$ cat src/hdl/lr_pkg.sv
// Shared types and constants for the line rasterizer.
// Used by the channel interfaces and by line_rasterizer_core; depends on nothing.
package lr_pkg;

	// Width of every pixel coordinate.
	localparam int COORD_BITS = 6;

	// One coordinate on the grid.
	typedef logic [COORD_BITS-1:0] coord_t;

	// Signed difference between two coordinates.
	typedef logic signed [COORD_BITS:0] delta_t;

	// Remainder accumulator with headroom for one add or subtract of a span.
	typedef logic signed [COORD_BITS+1:0] acc_t;

endpackage

$ cat src/hdl/lr_seg_if.sv
// Segment channel: valid/ready handshake carrying two endpoints.
// Depends on lr_pkg for the coordinate type.
interface lr_seg_if;
	import lr_pkg::*;

	logic   valid;
	logic   ready;
	coord_t start_x;
	coord_t start_y;
	coord_t end_x;
	coord_t end_y;

	modport source (output valid, start_x, start_y, end_x, end_y, input ready);
	modport sink   (input valid, start_x, start_y, end_x, end_y, output ready);

endinterface

$ cat src/hdl/lr_pix_if.sv
// Pixel channel: valid/ready handshake carrying one pixel and a last flag.
// Depends on lr_pkg for the coordinate type.
interface lr_pix_if;
	import lr_pkg::*;

	logic   valid;
	logic   ready;
	coord_t pixel_x;
	coord_t pixel_y;
	logic   last;

	modport source (output valid, pixel_x, pixel_y, last, input ready);
	modport sink   (input valid, pixel_x, pixel_y, last, output ready);

endinterface

$ cat src/hdl/line_rasterizer_core.sv
// Line rasterizer top level: setup pipeline, stepping stage and output register.
// Depends on lr_pkg, lr_seg_if and lr_pix_if.
//
//   Channel  Dir  Payload                              Transfer
//   seg      in   start_x, start_y, end_x, end_y       seg.valid & seg.ready
//   pix      out  pixel_x, pixel_y, last               pix.valid & pix.ready
//
// A segment whose major span is d yields d + 1 pixels (1 to 64), one per cycle
// from the stepping stage while pix is not stalled. The first pixel passes the
// three setup stages, then the stepping stage and the output register. The next
// segment is loaded in the cycle its predecessor's last pixel leaves the
// stepping stage, so consecutive segments run with no gap.
// Reset clears all valid bits; stalls on pix hold every occupied stage in place.
module line_rasterizer_core (
	input  logic clk,
	input  logic arst_n,
	lr_seg_if.sink   seg,
	lr_pix_if.source pix
);
	import lr_pkg::*;

	// Stage 1: captured endpoints.
	logic   v_s1;
	coord_t ax_s1, ay_s1, bx_s1, by_s1;

	// Stage 2: axes arranged by steepness.
	logic   v_s2;
	logic   steep_s2;
	coord_t ma_s2, na_s2, mb_s2, nb_s2;

	// Stage 3: ordered start point, major span and minor delta.
	logic   v_s3;
	logic   steep_s3;
	coord_t m0_s3, n0_s3, d_s3;
	delta_t delta_s3;

	// Stepping stage.
	logic   it_v_q;
	logic   it_steep_q;
	coord_t it_major_q, it_minor_q, it_rem_q, it_r_q, it_d_q;
	delta_t it_delta_q;

	// Output register.
	logic   ov_q;
	coord_t px_q, py_q;
	logic   last_q;

	// Flow control, from the output back to the input.
	logic out_en, emit, it_done, it_take, s3_adv, s3_en, s2_en, s1_en;

	assign out_en  = !ov_q || pix.ready;
	assign emit    = it_v_q && out_en;
	assign it_done = emit && (it_rem_q == '0);
	assign it_take = !it_v_q || it_done;
	assign s3_adv  = v_s3 && it_take;
	assign s3_en   = !v_s3 || it_take;
	assign s2_en   = !v_s2 || s3_en;
	assign s1_en   = !v_s1 || s2_en;
	assign seg.ready = s1_en;

	// Spans and steepness from the captured endpoints.
	coord_t span_x, span_y;
	logic   steep_c;

	always_comb begin
		span_x  = (ax_s1 > bx_s1) ? coord_t'(ax_s1 - bx_s1) : coord_t'(bx_s1 - ax_s1);
		span_y  = (ay_s1 > by_s1) ? coord_t'(ay_s1 - by_s1) : coord_t'(by_s1 - ay_s1);
		steep_c = span_x < span_y;
	end

	// Order the endpoints so the major coordinate increases.
	coord_t m0_c, n0_c, m1_c, n1_c, d_c;
	delta_t delta_c;

	always_comb begin
		if (ma_s2 > mb_s2) begin
			m0_c = mb_s2;
			n0_c = nb_s2;
			m1_c = ma_s2;
			n1_c = na_s2;
		end else begin
			m0_c = ma_s2;
			n0_c = na_s2;
			m1_c = mb_s2;
			n1_c = nb_s2;
		end
		d_c     = coord_t'(m1_c - m0_c);
		delta_c = delta_t'($signed({1'b0, n1_c}) - $signed({1'b0, n0_c}));
	end

	// One step of the minor coordinate: keep delta*k = q*d + r with 0 <= r < d.
	acc_t   acc, acc_d;
	acc_t   acc_adj;
	coord_t minor_n;

	always_comb begin
		acc     = $signed({2'b00, it_r_q}) + $signed({it_delta_q[COORD_BITS], it_delta_q});
		acc_d   = $signed({2'b00, it_d_q});
		acc_adj = acc;
		minor_n = it_minor_q;
		if (!it_delta_q[COORD_BITS]) begin
			if (acc >= acc_d) begin
				acc_adj = acc - acc_d;
				minor_n = coord_t'(it_minor_q + 1'b1);
			end
		end else begin
			if (acc < 0) begin
				acc_adj = acc + acc_d;
				minor_n = coord_t'(it_minor_q - 1'b1);
			end
		end
	end

	// Valid bits of all stages.
	always_ff @(posedge clk or negedge arst_n) begin
		if (!arst_n) begin
			v_s1   <= 1'b0;
			v_s2   <= 1'b0;
			v_s3   <= 1'b0;
			it_v_q <= 1'b0;
			ov_q   <= 1'b0;
		end else begin
			if (s1_en) v_s1 <= seg.valid;
			if (s2_en) v_s2 <= v_s1;
			if (s3_en) v_s3 <= v_s2;
			if (it_take) it_v_q <= v_s3;
			if (out_en) ov_q <= it_v_q;
		end
	end

	// Setup pipeline payload.
	always_ff @(posedge clk) begin
		if (s1_en && seg.valid) begin
			ax_s1 <= seg.start_x;
			ay_s1 <= seg.start_y;
			bx_s1 <= seg.end_x;
			by_s1 <= seg.end_y;
		end
		if (s2_en && v_s1) begin
			steep_s2 <= steep_c;
			ma_s2    <= steep_c ? ay_s1 : ax_s1;
			na_s2    <= steep_c ? ax_s1 : ay_s1;
			mb_s2    <= steep_c ? by_s1 : bx_s1;
			nb_s2    <= steep_c ? bx_s1 : by_s1;
		end
		if (s3_en && v_s2) begin
			steep_s3 <= steep_s2;
			m0_s3    <= m0_c;
			n0_s3    <= n0_c;
			d_s3     <= d_c;
			delta_s3 <= delta_c;
		end
	end

	// Stepping stage: load a new segment or advance one major step.
	always_ff @(posedge clk) begin
		if (s3_adv) begin
			it_steep_q <= steep_s3;
			it_major_q <= m0_s3;
			it_minor_q <= n0_s3;
			it_rem_q   <= d_s3;
			it_r_q     <= '0;
			it_d_q     <= d_s3;
			it_delta_q <= delta_s3;
		end else if (emit) begin
			it_major_q <= coord_t'(it_major_q + 1'b1);
			it_minor_q <= minor_n;
			it_rem_q   <= coord_t'(it_rem_q - 1'b1);
			it_r_q     <= acc_adj[COORD_BITS-1:0];
		end
	end

	// Output register: swap the axes back for steep lines.
	always_ff @(posedge clk) begin
		if (emit) begin
			px_q   <= it_steep_q ? it_minor_q : it_major_q;
			py_q   <= it_steep_q ? it_major_q : it_minor_q;
			last_q <= (it_rem_q == '0);
		end
	end

	assign pix.valid   = ov_q;
	assign pix.pixel_x = px_q;
	assign pix.pixel_y = py_q;
	assign pix.last    = last_q;

	// The remainder stays below the span while a segment is being stepped.
	a_rem_bound: assert property (@(posedge clk) disable iff (!arst_n)
		(it_v_q && it_d_q != '0) |-> (it_r_q < it_d_q))
		else $error("stepping remainder out of range");

	// A stalled stepping stage keeps its position.
	a_step_hold: assert property (@(posedge clk) disable iff (!arst_n)
		(it_v_q && !emit) |=> (it_v_q && $stable(it_rem_q) && $stable(it_major_q)))
		else $error("stepping stage moved while stalled");

	// The last flag follows the step count of the emitted pixel.
	a_last_flag: assert property (@(posedge clk) disable iff (!arst_n)
		emit |=> (pix.valid && pix.last == $past(it_rem_q == '0)))
		else $error("last flag does not match step count");

	// A new segment is only loaded when the previous one is finished.
	a_load_free: assert property (@(posedge clk) disable iff (!arst_n)
		(s3_adv && it_v_q) |-> it_done)
		else $error("segment loaded over an unfinished one");

endmodule
$ cat src/flat_wrapper.sv
// flat-port wrapper written by rule: the top's interface ports become plain ports
module line_rasterizer_core_flat import lr_pkg::*;
  (clk, arst_n, seg_valid, seg_start_x, seg_start_y, seg_end_x, seg_end_y, seg_ready, pix_valid, pix_pixel_x, pix_pixel_y, pix_last, pix_ready);
  lr_seg_if seg_i ();
  lr_pix_if pix_i ();
  input  logic clk;
  input  logic arst_n;
  input wire logic [$bits(seg_i.valid)-1:0] seg_valid;
  input wire logic [$bits(seg_i.start_x)-1:0] seg_start_x;
  input wire logic [$bits(seg_i.start_y)-1:0] seg_start_y;
  input wire logic [$bits(seg_i.end_x)-1:0] seg_end_x;
  input wire logic [$bits(seg_i.end_y)-1:0] seg_end_y;
  output wire logic [$bits(seg_i.ready)-1:0] seg_ready;
  output wire logic [$bits(pix_i.valid)-1:0] pix_valid;
  output wire logic [$bits(pix_i.pixel_x)-1:0] pix_pixel_x;
  output wire logic [$bits(pix_i.pixel_y)-1:0] pix_pixel_y;
  output wire logic [$bits(pix_i.last)-1:0] pix_last;
  input wire logic [$bits(pix_i.ready)-1:0] pix_ready;
  assign seg_i.valid = seg_valid;
  assign seg_i.start_x = seg_start_x;
  assign seg_i.start_y = seg_start_y;
  assign seg_i.end_x = seg_end_x;
  assign seg_i.end_y = seg_end_y;
  assign seg_ready = seg_i.ready;
  assign pix_valid = pix_i.valid;
  assign pix_pixel_x = pix_i.pixel_x;
  assign pix_pixel_y = pix_i.pixel_y;
  assign pix_last = pix_i.last;
  assign pix_i.ready = pix_ready;
  line_rasterizer_core u_core (.clk(clk), .arst_n(arst_n), .seg(seg_i), .pix(pix_i));
endmodule
$ cat config.mk
export PLATFORM = sky130hd
export DESIGN_NAME = line_rasterizer_core_flat
export DESIGN_NICKNAME = d
export VERILOG_FILES = /design/src/hdl/lr_pkg.sv /design/src/hdl/lr_seg_if.sv /design/src/hdl/lr_pix_if.sv /design/src/hdl/line_rasterizer_core.sv /design/src/flat_wrapper.sv
export SDC_FILE = /design/constraint.sdc
export NUM_CORES = 1
export LEC_CHECK = 0
export BUFFER_PORTS_ARGS = -buffer_cell sky130_fd_sc_hd__buf_2
export CAP_MARGIN = 10
export CORE_ASPECT_RATIO = 0.75
export CORE_UTILIZATION = 45
export CTS_BUF_LIST = sky130_fd_sc_hd__clkbuf_4
export CTS_CLUSTER_DIAMETER = 30
export DETAILED_ROUTE_END_ITERATION = 10
export PLACE_DENSITY = 0.69
export SLEW_MARGIN = 25
export SYNTH_ARGS = -nofsm -noshare
export SYNTH_HDL_FRONTEND = slang
export SYNTH_SLANG_ARGS = --single-unit
$ cat constraint.sdc
create_clock -name clk -period 5.3 [get_ports clk]
set_input_delay 0 -clock clk [delete_from_list [all_inputs] [get_ports clk]]
set_output_delay 0 -clock clk [all_outputs]
set_load 0.05 [all_outputs]
==> flow_summary.ini <==
[outcome]
status = finished, final reports clean

[power]
finalPower_w = 0.00296
pwr-share-seq_pct = 42.5
ir_drop_mv = 0.167
internal_power_w = 0.00193
p_clk_share_pct = 22.4
leakage_nw = 3.53
p_per_area_mw_per_mm2 = 342
p_switching_w = 0.00103
swShare_pct = 34.9
combPwrFrac_pct = 35.1

[detailed_routing]
via_count = 5402
avgViaCountPerCell = 5.42
drt_pass1_iterations = 7
remaining_drc_errors = 0
wire_per_inst_um = 16.4
drtIter0Drc = 355
antenna_left = 0
routed_wl_um = 16300

[die]
die_x_um = 153
die_area_mm2 = 0.0175
start_util_pct = 46.9
chipHeight_um = 115
io_pins = 43
core_area_mm2 = 0.0163
rows = 40

[clock_network]
insertion_delay_ns = 0.55
post_cts_resized = 0
clock-sinks = 131
cts_made_buffers = 17
clock-root-buffer = clkbuf_4
tritoncts = done
clkTransAtPathRegs_ns = 0.13
htree_levels = 4
clock_path_buffers = 2

[placement]
hpwl_um = 11900
numPortBuffers = 42
gp_congestion = 0.891

[critical_path]
cp_top_family = compound AO/OA/AOI/OAI gates
cp_cell_sequence = inv_1 -> ha_1 -> inv_1 -> fa_1 -> a21o_1 -> a21o_1 -> a21o_1 -> a21oi_1 -> a31oi_2 -> mux2i_1 -> a221o_1 -> xor2_1 -> ha_1 -> nor2b_1 -> o21ai_0 -> nand2b_1 -> a21oi_2 -> buf_4 -> o21ai_0
critical_path.slowest_cell = edfxtp_1
critPathMaxStageDelay_ns = 0.46
critical_path_class = reg2reg
setup.worst_path.start_class = flop
crit_path_end_kind = flop
path_buf_inv = 3
crit_fanout = 23
critPathArrivalTime_ns = 4.68
crit_required_ns = 5.59
crit_top_cell = a21o_1

[yosys]
synth.area.top_cells = edfxtp_1 47%, ha_1 9.6%, o21ai_0 3.6%
synth.avg_cell_area_um2 = 10.9
synth_edf_count = 120
synth.distinct_cells = 58
synth-main-ff-cell = edfxtp_1
syn_nets = 795
synth_top_area_share_pct = 47.1
postSynth.asyncResetShare_pct = 3.82
postSynthCellCount = 700
yosysWarnings = 0
ys_seq_area_share_pct = 50.3
netlist_area_mm2 = 0.00765
ys_ff_latch = 131
synth_top_area_cell = edfxtp_1

[global_route]
grt_overflow = 0
grt_pass1_vias = 5433
grt_max_degree = 41
antenna_found_initial = 0
grt_pass1_wl_um = 27300
grt_use_total_pct = 20.0

[sta]
clock_skew_ns = 0.0268
hold_viol_final = 0
tightest_slew_ns = 0.865
drv_slew = 0
relSlewSlack_pct = 42.3
fmax_ghz = 0.228
finalCriticalPeriod_ns = 4.39
tns_ns = 0
timing.final.setup_violations = 0
rsz0062_at_grt = no
period_share_pct = 82.8

[layout]
final_nets = 868
fillers = 1396
drive_gt1_share_pct = 13.4
reg.largest.list = u_core.delta_s3 (7), u_core.it_delta_q (7)
diodes = 0
area_delta_synth_final_pct = 13.0

[worst_hold_path]
min_path_type = in2reg

[flow_run]
cap_violations = 0
-- area by class of cell --
type / count / area (um2) / area share (%)
clock buffers: 18 / 135 / 1.56
clock inverters: 14 / 139 / 1.61
inverters: 63 / 236 / 2.74
multi-input cells: 485 / 3490 / 40.4
flip-flops and latches: 131 / 3850 / 44.5
well taps: 210 / 263 / 3.04
repair buffers: 75 / 528 / 6.11
-- timing repair --
item	in CTS	in global routing
endpoints found under the hold margin	32	0
buffers inserted	0	0
hold buffers	28	0
-- kinds of logic after synthesis --
group / count (synthesis) / share of synthesized area, %
XOR/XNOR: 42 / 4.81
flip-flops: 131 / 50.3
buffers and inverters: 84 / 4.15
multiplexers: 24 / 3.37
AO/OA/AOI/OAI: 181 / 15.2
AND/OR/NAND/NOR: 167 / 9.94
adder cells (fa/ha/maj): 71 / 12.3
-- layer usage --
layer  wire, um  global-route usage (%)  vias to the layer above  part of all wire, %
met2       7690                    33.3                      132                   47
li1           -                       -                     2665                    -
met3        669                    4.52                       15                  4.1
met1       7810                    26.7                     2590                   48
met5          0                       0                        -                    0
met4        131                    4.65                        0                 0.80
-- stage by stage --
| step | setup slack (ns) | util [%] | instances | cell area, um2 | hold slack [ns] |
|---|---|---|---|---|---|
| floorplan | 1.22 | - | 700 | 7650 | -0.296 |
| global placement | 1.15 | 49.6 | 936 | 8090 | -0.187 |
| detailed placement | 0.958 | 49.6 | 936 | 8090 | -0.178 |
| CTS | 0.916 | 53.0 | 996 | 8640 | 0.102 |
| global route | 0.609 | 53.0 | 996 | 8640 | 0.100 |
| finish | 0.913 | 53.0 | 996 | 8640 | 0.157 |
-- layout by cell type (no fill, tap or decap), types with 10 or more instances in the layout --
| master | instances |
|---|---|
| clkbuf_4 | 18 |
| mux2_2 | 14 |
| mux2i_1 | 10 |
| a21o_1 | 20 |
| nand2_1 | 72 |
| a21oi_1 | 51 |
| o21ai_0 | 54 |
| ha_1 | 59 |
| xor2_1 | 17 |
| edfxtp_1 | 120 |
| inv_1 | 62 |
| xnor2_1 | 25 |
| buf_2 | 42 |
| nor2_1 | 38 |
| dlygate4sd3_1 | 28 |
| nor2b_1 | 14 |
-- worst paths after layout --
kind,start,to,slack [ns],cells past startpoint
max in group asynchronous,arst_n,u_core.v_s3$_DFFE_PN0P_,4.73,3
setup reg to reg,u_core.ax_s1[0]$_DFFE_PP_,u_core.na_s2[3]$_DFFE_PP_,0.91,19
hold reg to reg,u_core.delta_s3[6]$_DFFE_PP_,u_core.it_delta_q[6]$_DFFE_PP_,0.43,0
min in group asynchronous,arst_n,u_core.it_v_q$_DFFE_PN0P_,0.38,3
setup / recovery,u_core.ax_s1[0]$_DFFE_PP_,u_core.na_s2[3]$_DFFE_PP_,0.91,19
hold / removal,seg_end_y[1],u_core.by_s1[1]$_DFFE_PP_,0.16,2
-- power groups by stage --
stage	Sequential, W	Combinational (W)	Clock [W]
floorplan	0.00131	0.000747	0
global placement	0.00128	0.000961	0
detailed placement	0.00128	0.00100	0
CTS	0.00126	0.00103	0.000675
global route	0.00126	0.00116	0.000718
finish	0.00126	0.00104	0.000662
-- cell usage after synthesis (5+ instances only) --
cell,instances
edfxtp_1,120
nand2_1,72
inv_1,62
ha_1,59
o21ai_0,55
a21oi_1,52
nor2_1,38
xnor2_1,25
a21o_1,20
clkbuf_1,17
xor2_1,17
nor2b_1,15
mux2_2,14
mux2i_1,10
nand2b_1,9
nand3_1,9
fa_1,8
o21bai_1,8
a31oi_1,6
dfxtp_1,6
nor3_1,6
dfrtp_1,5
-- worst register-to-register path: stages (launching register included) --
cell	delay (ns)
edfxtp_1	0.46
inv_1	0.10
ha_1	0.16
inv_1	0.07
fa_1	0.39
a21o_1	0.17
a21o_1	0.18
a21o_1	0.18
a21oi_1	0.18
a31oi_2	0.14
mux2i_1	0.19
a221o_1	0.35
xor2_1	0.16
ha_1	0.28
nor2b_1	0.12
o21ai_0	0.14
nand2b_1	0.09
a21oi_2	0.38
buf_4	0.31
o21ai_0	0.11
Power figures use the tool's default switching activity.
